$ cat src/hdl/feal4_pkg.sv
// Shared types, constants and the FEAL round function for the FEAL-4 cipher.
// No dependencies; every other file in hdl/ uses this package.
package feal4_pkg;

   localparam int NUM_ROUNDS  = 4;
   localparam int NUM_SUBKEYS = 6;
   localparam int WORD_W      = 32;
   localparam int CSR_INDEX_W = 3;

   // Register map of the configuration port
   typedef enum logic [CSR_INDEX_W-1:0] {
      SUBKEY_0 = 3'd0,
      SUBKEY_1 = 3'd1,
      SUBKEY_2 = 3'd2,
      SUBKEY_3 = 3'd3,
      SUBKEY_4 = 3'd4,
      SUBKEY_5 = 3'd5
   } csr_index_type;

   // Operation codes
   typedef enum logic {
      OP_ENCRYPT = 1'b0,
      OP_DECRYPT = 1'b1
   } op_type;

   typedef logic [WORD_W-1:0] word_type;

   // Pipeline payload. Encryption and decryption share one round form:
   // active' = other ^ F(active ^ key), other' = active.
   typedef struct packed {
      op_type   op;
      word_type active;
      word_type other;
   } stage_type;

   function automatic logic [7:0] rot2(logic [7:0] v);
      return {v[5:0], v[7:6]};
   endfunction

   function automatic word_type feal_f(word_type x);
      logic [7:0] x0, x1, x2, x3, m, y0, y1, y2, y3;
      x0 = x[31:24];
      x1 = x[23:16];
      x2 = x[15:8];
      x3 = x[7:0];
      m  = x2 ^ x3;
      y1 = rot2((x0 ^ x1) + m + 8'd1);
      y0 = rot2(x0 + y1);
      y2 = rot2(y1 + m);
      y3 = rot2(y2 + x3 + 8'd1);
      return {y0, y1, y2, y3};
   endfunction

endpackage

$ cat src/hdl/feal4_if.sv
// Channel interfaces for the FEAL-4 cipher: request, response, configuration.
// Depends on feal4_pkg.
interface feal4_req_if;
   logic                   valid;
   logic                   ready;
   logic                   operation;
   feal4_pkg::word_type    block_high;
   feal4_pkg::word_type    block_low;

   modport source (output valid, output operation, output block_high, output block_low,
                   input ready);
   modport sink   (input valid, input operation, input block_high, input block_low,
                   output ready);
endinterface

interface feal4_rsp_if;
   logic                   valid;
   logic                   ready;
   feal4_pkg::word_type    result_high;
   feal4_pkg::word_type    result_low;

   modport source (output valid, output result_high, output result_low, input ready);
   modport sink   (input valid, input result_high, input result_low, output ready);
endinterface

interface feal4_csr_if;
   logic                                valid;
   logic                                ready;
   logic [feal4_pkg::CSR_INDEX_W-1:0]   index;
   feal4_pkg::word_type                 data;

   modport source (output valid, output index, output data, input ready);
   modport sink   (input valid, input index, input data, output ready);
endinterface

$ cat src/hdl/feal4_block_cipher.sv
// FEAL-4 block cipher, fully pipelined. Takes one 64-bit block per cycle
// unless stalled, encrypt or decrypt chosen per transaction, and returns one
// block per transaction in order. There are six register stages: an input
// whitening register, one register per round (four rounds, each one FEAL F
// evaluation of byte adds and rotates), and the output register. The
// whitening register captures at the edge that accepts the request; the
// transaction then passes the four round registers and the output register.
// Sustained rate is one transaction per cycle; a full stage holds its
// contents while the stage after it cannot take them, and the request side
// keeps accepting as long as some stage ahead has room. The six 32-bit
// subkeys are written through the configuration channel (index 0..5, other
// indexes ignored, all reset to zero); write them only while no transaction
// is in flight. Depends on feal4_pkg, feal4_if, feal4_csr and feal4_round.
module feal4_block_cipher (
   input  logic        clock,
   input  logic        reset,
   feal4_req_if.sink   req_if,
   feal4_rsp_if.source rsp_if,
   feal4_csr_if.sink   csr_if
);

   localparam int NR = feal4_pkg::NUM_ROUNDS;

   feal4_pkg::word_type subkey [feal4_pkg::NUM_SUBKEYS];

   // stage k is produced by the input register (k = 0) or round k (k > 0);
   // stg_ready[k] comes from whoever consumes stage k
   logic                 stg_valid [NR+1];
   logic                 stg_ready [NR+1];
   feal4_pkg::stage_type stg_data  [NR+1];

   feal4_csr u_csr (
      .clock  (clock),
      .reset  (reset),
      .csr_if (csr_if),
      .subkey (subkey)
   );

   // ---------------- input whitening stage ----------------
   // encrypt: active = hi ^ lo,            other = hi
   // decrypt: active = hi ^ k4 ^ lo ^ k5,  other = hi ^ k4
   logic                 prep_valid_ff, prep_valid_in;
   feal4_pkg::stage_type prep_data_ff, prep_data_in;
   feal4_pkg::word_type  hi_w;

   assign req_if.ready = !prep_valid_ff || stg_ready[0];

   always_comb begin
      if (req_if.operation) begin
         prep_data_in.op = feal4_pkg::OP_DECRYPT;
         hi_w = req_if.block_high ^ subkey[4];
         prep_data_in.active = hi_w ^ req_if.block_low ^ subkey[5];
      end else begin
         prep_data_in.op = feal4_pkg::OP_ENCRYPT;
         hi_w = req_if.block_high;
         prep_data_in.active = hi_w ^ req_if.block_low;
      end
      prep_data_in.other = hi_w;
      prep_valid_in = req_if.ready ? req_if.valid : prep_valid_ff;
   end

   always_ff @(posedge clock) begin
      if (reset) begin
         prep_valid_ff <= 1'b0;
      end else begin
         prep_valid_ff <= prep_valid_in;
      end
   end

   always_ff @(posedge clock) begin
      if (req_if.ready) begin
         prep_data_ff <= prep_data_in;
      end
   end

   assign stg_valid[0] = prep_valid_ff;
   assign stg_data[0]  = prep_data_ff;

   // ---------------- four round stages ----------------
   // decryption walks the subkeys in reverse order
   for (genvar g = 0; g < NR; g++) begin : g_round
      feal4_round u_round (
         .clock     (clock),
         .reset     (reset),
         .in_valid  (stg_valid[g]),
         .in_ready  (stg_ready[g]),
         .in_data   (stg_data[g]),
         .enc_key   (subkey[g]),
         .dec_key   (subkey[NR-1-g]),
         .out_valid (stg_valid[g+1]),
         .out_ready (stg_ready[g+1]),
         .out_data  (stg_data[g+1])
      );
   end

   // ---------------- output stage ----------------
   // encrypt: high = active ^ k4, low = other ^ active ^ k5
   // decrypt: high = active,      low = other ^ active
   logic                rsp_valid_ff, rsp_valid_in;
   feal4_pkg::word_type rsp_high_ff, rsp_high_in;
   feal4_pkg::word_type rsp_low_ff, rsp_low_in;
   feal4_pkg::stage_type last;

   assign last         = stg_data[NR];
   assign stg_ready[NR] = !rsp_valid_ff || rsp_if.ready;

   always_comb begin
      if (last.op == feal4_pkg::OP_DECRYPT) begin
         rsp_high_in = last.active;
         rsp_low_in  = last.other ^ last.active;
      end else begin
         rsp_high_in = last.active ^ subkey[4];
         rsp_low_in  = last.other ^ last.active ^ subkey[5];
      end
      rsp_valid_in = stg_ready[NR] ? stg_valid[NR] : rsp_valid_ff;
   end

   always_ff @(posedge clock) begin
      if (reset) begin
         rsp_valid_ff <= 1'b0;
      end else begin
         rsp_valid_ff <= rsp_valid_in;
      end
   end

   always_ff @(posedge clock) begin
      if (stg_ready[NR]) begin
         rsp_high_ff <= rsp_high_in;
         rsp_low_ff  <= rsp_low_in;
      end
   end

   assign rsp_if.valid       = rsp_valid_ff;
   assign rsp_if.result_high = rsp_high_ff;
   assign rsp_if.result_low  = rsp_low_ff;

endmodule

$ cat src/hdl/feal4_csr.sv
// Subkey register file written over the configuration channel.
// Depends on feal4_pkg and feal4_csr_if.
module feal4_csr (
   input  logic                 clock,
   input  logic                 reset,
   feal4_csr_if.sink            csr_if,
   output feal4_pkg::word_type  subkey [feal4_pkg::NUM_SUBKEYS]
);

   feal4_pkg::word_type subkey_ff [feal4_pkg::NUM_SUBKEYS];
   feal4_pkg::word_type subkey_in [feal4_pkg::NUM_SUBKEYS];

   assign csr_if.ready = 1'b1;

   always_comb begin
      subkey_in = subkey_ff;
      if (csr_if.valid) begin
         unique case (csr_if.index)
            feal4_pkg::SUBKEY_0: subkey_in[0] = csr_if.data;
            feal4_pkg::SUBKEY_1: subkey_in[1] = csr_if.data;
            feal4_pkg::SUBKEY_2: subkey_in[2] = csr_if.data;
            feal4_pkg::SUBKEY_3: subkey_in[3] = csr_if.data;
            feal4_pkg::SUBKEY_4: subkey_in[4] = csr_if.data;
            feal4_pkg::SUBKEY_5: subkey_in[5] = csr_if.data;
            default:             ;  // unmapped index, write dropped
         endcase
      end
   end

   always_ff @(posedge clock) begin
      if (reset) begin
         for (int i = 0; i < feal4_pkg::NUM_SUBKEYS; i++) begin
            subkey_ff[i] <= '0;
         end
      end else begin
         subkey_ff <= subkey_in;
      end
   end

   assign subkey = subkey_ff;

endmodule

$ cat src/hdl/feal4_round.sv
// One registered FEAL round stage with valid/ready flow control.
// Depends on feal4_pkg.
module feal4_round (
   input  logic                  clock,
   input  logic                  reset,
   input  logic                  in_valid,
   output logic                  in_ready,
   input  feal4_pkg::stage_type  in_data,
   input  feal4_pkg::word_type   enc_key,
   input  feal4_pkg::word_type   dec_key,
   output logic                  out_valid,
   input  logic                  out_ready,
   output feal4_pkg::stage_type  out_data
);

   logic                 valid_ff, valid_in;
   feal4_pkg::stage_type data_ff, data_in;
   feal4_pkg::word_type  key;

   // stage takes a new transaction when empty or when its contents move on
   assign in_ready = !valid_ff || out_ready;

   always_comb begin
      key = (in_data.op == feal4_pkg::OP_DECRYPT) ? dec_key : enc_key;
      data_in.op     = in_data.op;
      data_in.active = in_data.other ^ feal4_pkg::feal_f(in_data.active ^ key);
      data_in.other  = in_data.active;
      valid_in = in_ready ? in_valid : valid_ff;
   end

   always_ff @(posedge clock) begin
      if (reset) begin
         valid_ff <= 1'b0;
      end else begin
         valid_ff <= valid_in;
      end
   end

   always_ff @(posedge clock) begin
      if (in_ready) begin
         data_ff <= data_in;
      end
   end

   assign out_valid = valid_ff;
   assign out_data  = data_ff;

endmodule
$ cat src/flat_wrapper.sv
// flat-port wrapper written by rule: the top's interface ports become plain ports
module feal4_block_cipher_flat 
  (clock, reset, req_if_valid, req_if_operation, req_if_block_high, req_if_block_low, req_if_ready, rsp_if_valid, rsp_if_result_high, rsp_if_result_low, rsp_if_ready, csr_if_valid, csr_if_index, csr_if_data, csr_if_ready);
  feal4_req_if req_if_i ();
  feal4_rsp_if rsp_if_i ();
  feal4_csr_if csr_if_i ();
  input  logic clock;
  input  logic reset;
  input wire logic [$bits(req_if_i.valid)-1:0] req_if_valid;
  input wire logic [$bits(req_if_i.operation)-1:0] req_if_operation;
  input wire logic [$bits(req_if_i.block_high)-1:0] req_if_block_high;
  input wire logic [$bits(req_if_i.block_low)-1:0] req_if_block_low;
  output wire logic [$bits(req_if_i.ready)-1:0] req_if_ready;
  output wire logic [$bits(rsp_if_i.valid)-1:0] rsp_if_valid;
  output wire logic [$bits(rsp_if_i.result_high)-1:0] rsp_if_result_high;
  output wire logic [$bits(rsp_if_i.result_low)-1:0] rsp_if_result_low;
  input wire logic [$bits(rsp_if_i.ready)-1:0] rsp_if_ready;
  input wire logic [$bits(csr_if_i.valid)-1:0] csr_if_valid;
  input wire logic [$bits(csr_if_i.index)-1:0] csr_if_index;
  input wire logic [$bits(csr_if_i.data)-1:0] csr_if_data;
  output wire logic [$bits(csr_if_i.ready)-1:0] csr_if_ready;
  assign req_if_i.valid = req_if_valid;
  assign req_if_i.operation = req_if_operation;
  assign req_if_i.block_high = req_if_block_high;
  assign req_if_i.block_low = req_if_block_low;
  assign req_if_ready = req_if_i.ready;
  assign rsp_if_valid = rsp_if_i.valid;
  assign rsp_if_result_high = rsp_if_i.result_high;
  assign rsp_if_result_low = rsp_if_i.result_low;
  assign rsp_if_i.ready = rsp_if_ready;
  assign csr_if_i.valid = csr_if_valid;
  assign csr_if_i.index = csr_if_index;
  assign csr_if_i.data = csr_if_data;
  assign csr_if_ready = csr_if_i.ready;
  feal4_block_cipher u_core (.clock(clock), .reset(reset), .req_if(req_if_i), .rsp_if(rsp_if_i), .csr_if(csr_if_i));
endmodule
$ cat config.mk
export PLATFORM = sky130hd
export DESIGN_NAME = feal4_block_cipher_flat
export DESIGN_NICKNAME = d
export VERILOG_FILES = /design/src/hdl/feal4_pkg.sv /design/src/hdl/feal4_if.sv /design/src/hdl/feal4_block_cipher.sv /design/src/hdl/feal4_csr.sv /design/src/hdl/feal4_round.sv /design/src/flat_wrapper.sv
export SDC_FILE = /design/constraint.sdc
export NUM_CORES = 1
export LEC_CHECK = 0
export ABC_CLOCK_PERIOD_IN_PS = 13000
export BUFFER_PORTS_ARGS = -buffer_cell sky130_fd_sc_hd__buf_4
export CAP_MARGIN = 20
export CORE_UTILIZATION = 62
export DETAILED_ROUTE_END_ITERATION = 8
export PLACE_DENSITY = 0.81
export RECOVER_POWER = 25
export SLEW_MARGIN = 20
export SYNTH_ARGS = -nofsm -noshare
export SYNTH_HDL_FRONTEND = slang
export SYNTH_HIERARCHICAL = 1
export SYNTH_SLANG_ARGS = --single-unit
$ cat constraint.sdc
create_clock -name clock -period 13 [get_ports clock]
set_input_delay 0.65 -clock clock [delete_from_list [all_inputs] [get_ports clock]]
set_output_delay 0.65 -clock clock [all_outputs]
set_load 0.01 [all_outputs]
; ---- Yosys cells after proc, flatten, opt, wreduce, memory -nomap -nowiden
; Cells that the tools add are included.
[op_classes]
addsub = 24
multipliers = 0
n_div = 0
n_lt_le_gt_ge = 0
n_eq_ne = 5
shifts = 0
muxes = 8
bitwise_logic = 23
n_reduce_logical = 19
[op_table]
columns = cell, n
row1 = XOR 32 bit, 15
row2 = 2-to-1 mux 32 bit, 7
row3 = adder 8 bit, 16
row4 = "adder 8 x 1 -> 8 bit, second input constant", 8
row5 = XOR 8 bit, 8
row6 = 2-to-1 mux 33 bit, 1
row7 = AND reduction 2 bit, 6
row8 = "== test 3 x 2 -> 1 bit, second input constant", 2
row9 = "== test 3 bit, second input constant", 2
row10 = zero test 1 bit, 6
row11 = logical OR 1 bit, 6
row12 = "== test 3 x 1 -> 1 bit, second input constant", 1
row13 = zero test 3 bit, 1
[word_totals]
ff_bits = 587
latchBits = 0
mem_bits_rw = 0
mem_bits_ro = 0
out_inout_bits = 67
wordCells = 108
mem_count = 0

; ---- Logic depth before layout (Yosys ltp)
[logic_depth]
word_depth = 9
ltp_mapped = 33
depth_no_buf = 30

; ---- By module
; Netlist, hierarchy kept.
[modules_own_cells]
columns = mod, instances, cells_each, area_per_inst_um2, seq_area_each_um2
row1 = feal4_round, 4, 306, 4091.4, 1971.9
row2 = feal4_csr, 1, 666, 7489.7, 3843.7
row3 = feal4_block_cipher, 1, 503, 6760.2, 3913.8

; ---- Worst setup path before layout
; Ideal clock, no wire load.
[synth_path]
path_kind = input port to output port
startpoint = input port rsp_if_ready
endpoint = output port req_if_ready
arrival_ns = 11.227
t_required_ns = 12.350
setup_slack_ns = 1.123
cell_stages = 6
path_cell_list = nand2b_1 > nand2b_1 > nand2b_1 > nand2b_1 > nand2b_1 > nand2b_1
[synth_lines]
columns = element, line
row1 = from (decl), flat_wrapper.sv:17  ; input wire logic [$bits(rsp_if_i.ready)-1:0] rsp_if_ready;
row2 = to (decl), flat_wrapper.sv:13  ; output wire logic [$bits(req_if_i.ready)-1:0] req_if_ready;

==> metrics <==
area leader, netlist edfxtp_1; Min-Delay Startpoint req_if_valid; GRT overflow 0; Antenna Violating Nets Remaining 0; Cell Area, Synth 30620 um^2; fin crit period 9.503 ns; post-synthesis register bit count 587; die footprint 50270 um^2; clock skew 0.02154 ns; Mapped Cells 2393; slowest stage cell, crit path clkbuf_1; Worst-path clk slew 0.06 ns; CP Capture Type register; io pins 172; FFs w/ async S/R, synth 0; Vias 18930; startpoint types register; Final Cell Area 34670 um^2; number of library cell types mapped by synthesis 35; # port buffers 170; cts repair resizes 0; crit path DAT 9.88 ns; largest net degree at the start of global routing 113; Iteration-0 DRC Markers 2196; failing checks max-capacitance violations, max-slew violations; wire per inst 25.42 um; initial antenna violation count 6; Slew HR -1.367; fillers 3379; clk root buf clkbuf_16; max-capacitance violation count 7; CTS Buffer Depth 3; Worst EP required 13.38 ns; status finished with violations; Initial Util 0.6267; crit path launch u_core/prep_data_ff[64]$_DFFE_PP_; first-pass GRT wire length 119400 um; Cell Area, Placed 32460 um^2; Total Routing Usage GR 0.3313; Initial DRT Pass Iterations 5; Fmax achieved 0.1052 GHz; vias in the first global route 18330; post-layout util 0.7097; setup violators final 0; worst min path class in2reg; Tightest Pin Transition 3.550 ns; Post-synth EDFFs 389; Syn Area/Cell 12.79 um^2; share of the synthesized area in the top cell type 0.3815; Total Wirelength 83470 um; TritonCTS Buffers 61; Top FF cell, synth edfxtp_1; Seq/Total Area, Yosys 0.5110; crit path max fanout 33; Fin. Hold Viols 0; num rows 81; overall die height 224.2 um; flop2flop setup slack 3.50 ns; Area contributors post-synth edfxtp_1 (38%), dfxtp_1 (13%), xnor2_1 (12%), mux2i_1 (10%), xor2_1 (6.1%); Core ar. 48850 um^2; HPWL Detailed 63520 um; RSZ-0062 raised after global routing no; Synthesized Nets 2618; CTS sink count 587; share of cells above drive strength 1 0.1336; critical path's largest stage delay 2.17 ns; Worst-Skew Late Latency 0.63 ns; Area Overhead vs Synth 13.24%; die width 224.2 um; CTS tree done; Post-route DRC 0; H-tree levels 2; Final GP Congestion 0.9315; FF-to-FF Start u_core/prep_data_ff[64]$_DFFE_PP_; Crit Path Class reg2reg; Final #Nets 2791; Sum Neg Setup Slack 0 ns; max-slew violation count 324; Period Utilization, post-route 0.7310; Ys Warns 6; hold buffers post-CTS 0; number of vias per cell 5.766; setup bufs post-CTS 0
## flip-flops by register name (all words and copies together) (netlist names)
name / flops
u_core/rsp_if.valid: 1
u_core/rsp_if.result_low: 32
u_core/g_round.u_round/out_valid: 4
u_core/rsp_if.result_high: 32
u_core/prep_valid_ff: 1
u_core/g_round.u_round/out_data: 260
u_core/prep_data_ff: 65
u_core/u_csr/subkey: 192
## worst max-delay path, delay by kind of cell (launching register included)
family | cells | cell delay [ns]
compound gates | 13 | 2.52
buf+inv | 3 | 2.44
fa+ha+maj | 5 | 1.48
xor+xnor | 5 | 1.47
mux | 1 | 0.76
flops | 1 | 0.32
simple gates | 2 | 0.25
## area by class of cell
cell class / count / area (um^2) / share of cell area
diodes: 1 / 2.502 / 0.00007218
clock inverters: 40 / 454.2 / 0.01310
well taps: 664 / 830.8 / 0.02396
multi-input cells: 1661 / 14300 / 0.4124
flip-flops and latches: 587 / 15650 / 0.4513
repair buffers: 189 / 1389 / 0.04006
inverters: 66 / 247.7 / 0.007146
clock buffers: 76 / 1803 / 0.05200
## cell families after synthesis
logic type               count (synthesis)  synth area share
buffers and inverters                  145           0.02301
other                                    1         0.0001225
XOR/XNOR                               660            0.1927
multiplexers                           320            0.1063
flip-flops                             587            0.5110
AND/OR/NAND/NOR                        402           0.07924
adder cells (fa/ha/maj)                132           0.05689
AO/OA/AOI/OAI                          146           0.03073
## synthesized netlist by cell type (all sizes together), types with 27 or more instances
cell type,count
buf,52
nand2,64
nor2b,40
xor2,212
xnor2,448
clkbuf,27
inv,66
a21o,48
ha,104
dfxtp,198
mux2i,320
a21oi,50
edfxtp,389
nand2b,270
## per-layer routing
metal,global-route usage,part of all wire
met5,0,0
met4,0.08163,0.020
met3,0.05356,0.10
met2,0.4791,0.43
met1,0.5175,0.45
## layout by cell type, fill, tap and decap left out, drive strengths merged
master    synthesis  routed
nand4b            2       2
nand2b          270     270
nor2             20      20
nand2            64      64
clkinvlp          0       7
nand4bb           3       3
nor2b            40      40
maj3             12      12
clkinv            0      22
diode             0       1
o21ai            12      12
dfxtp           198     198
or4b              1       1
a21o             48      48
bufinv            0       9
fa               16      16
conb              1       1
edfxtp          389     389
a21oi            50      50
a211oi            8       8
xnor2           448     448
and4bb            1       1
clkbuf           27      84
a221oi            4       4
nor4b             1       1
buf              52     181
a31oi             4       4
o21bai           20      20
xor2            212     212
ha              104     104
mux2i           320     320
inv              66      68
## through the flow
stage | instances | hold slack (ns) | setup WS, ns
floorplan | 2393 | 0.4199 | 1.123
global placement | 3167 | 0.4436 | 5.707
detailed placement | 3167 | 0.4553 | 5.328
CTS | 3283 | 0.2510 | 5.314
global route | 3283 | 0.2750 | 3.000
finish | 3284 | 0.2840 | 3.497
## path summary, 6_finish.rpt
kind | endpoint | cells after the start
setup reg to reg | u_core/g_round[0].u_round/out_data[33]$_DFFE_PP_ | 29
setup / recovery | u_core/g_round[0].u_round/out_data[33]$_DFFE_PP_ | 29
hold / removal | u_core/prep_valid_ff$_SDFFE_PP0P_ | 3
hold reg to reg | u_core/rsp_if.valid$_SDFFE_PP0P_ | 2
Power is left out: the tool's default activity adds up to more than one toggle a clock period on the data nets, which glitch-free logic cannot reach.
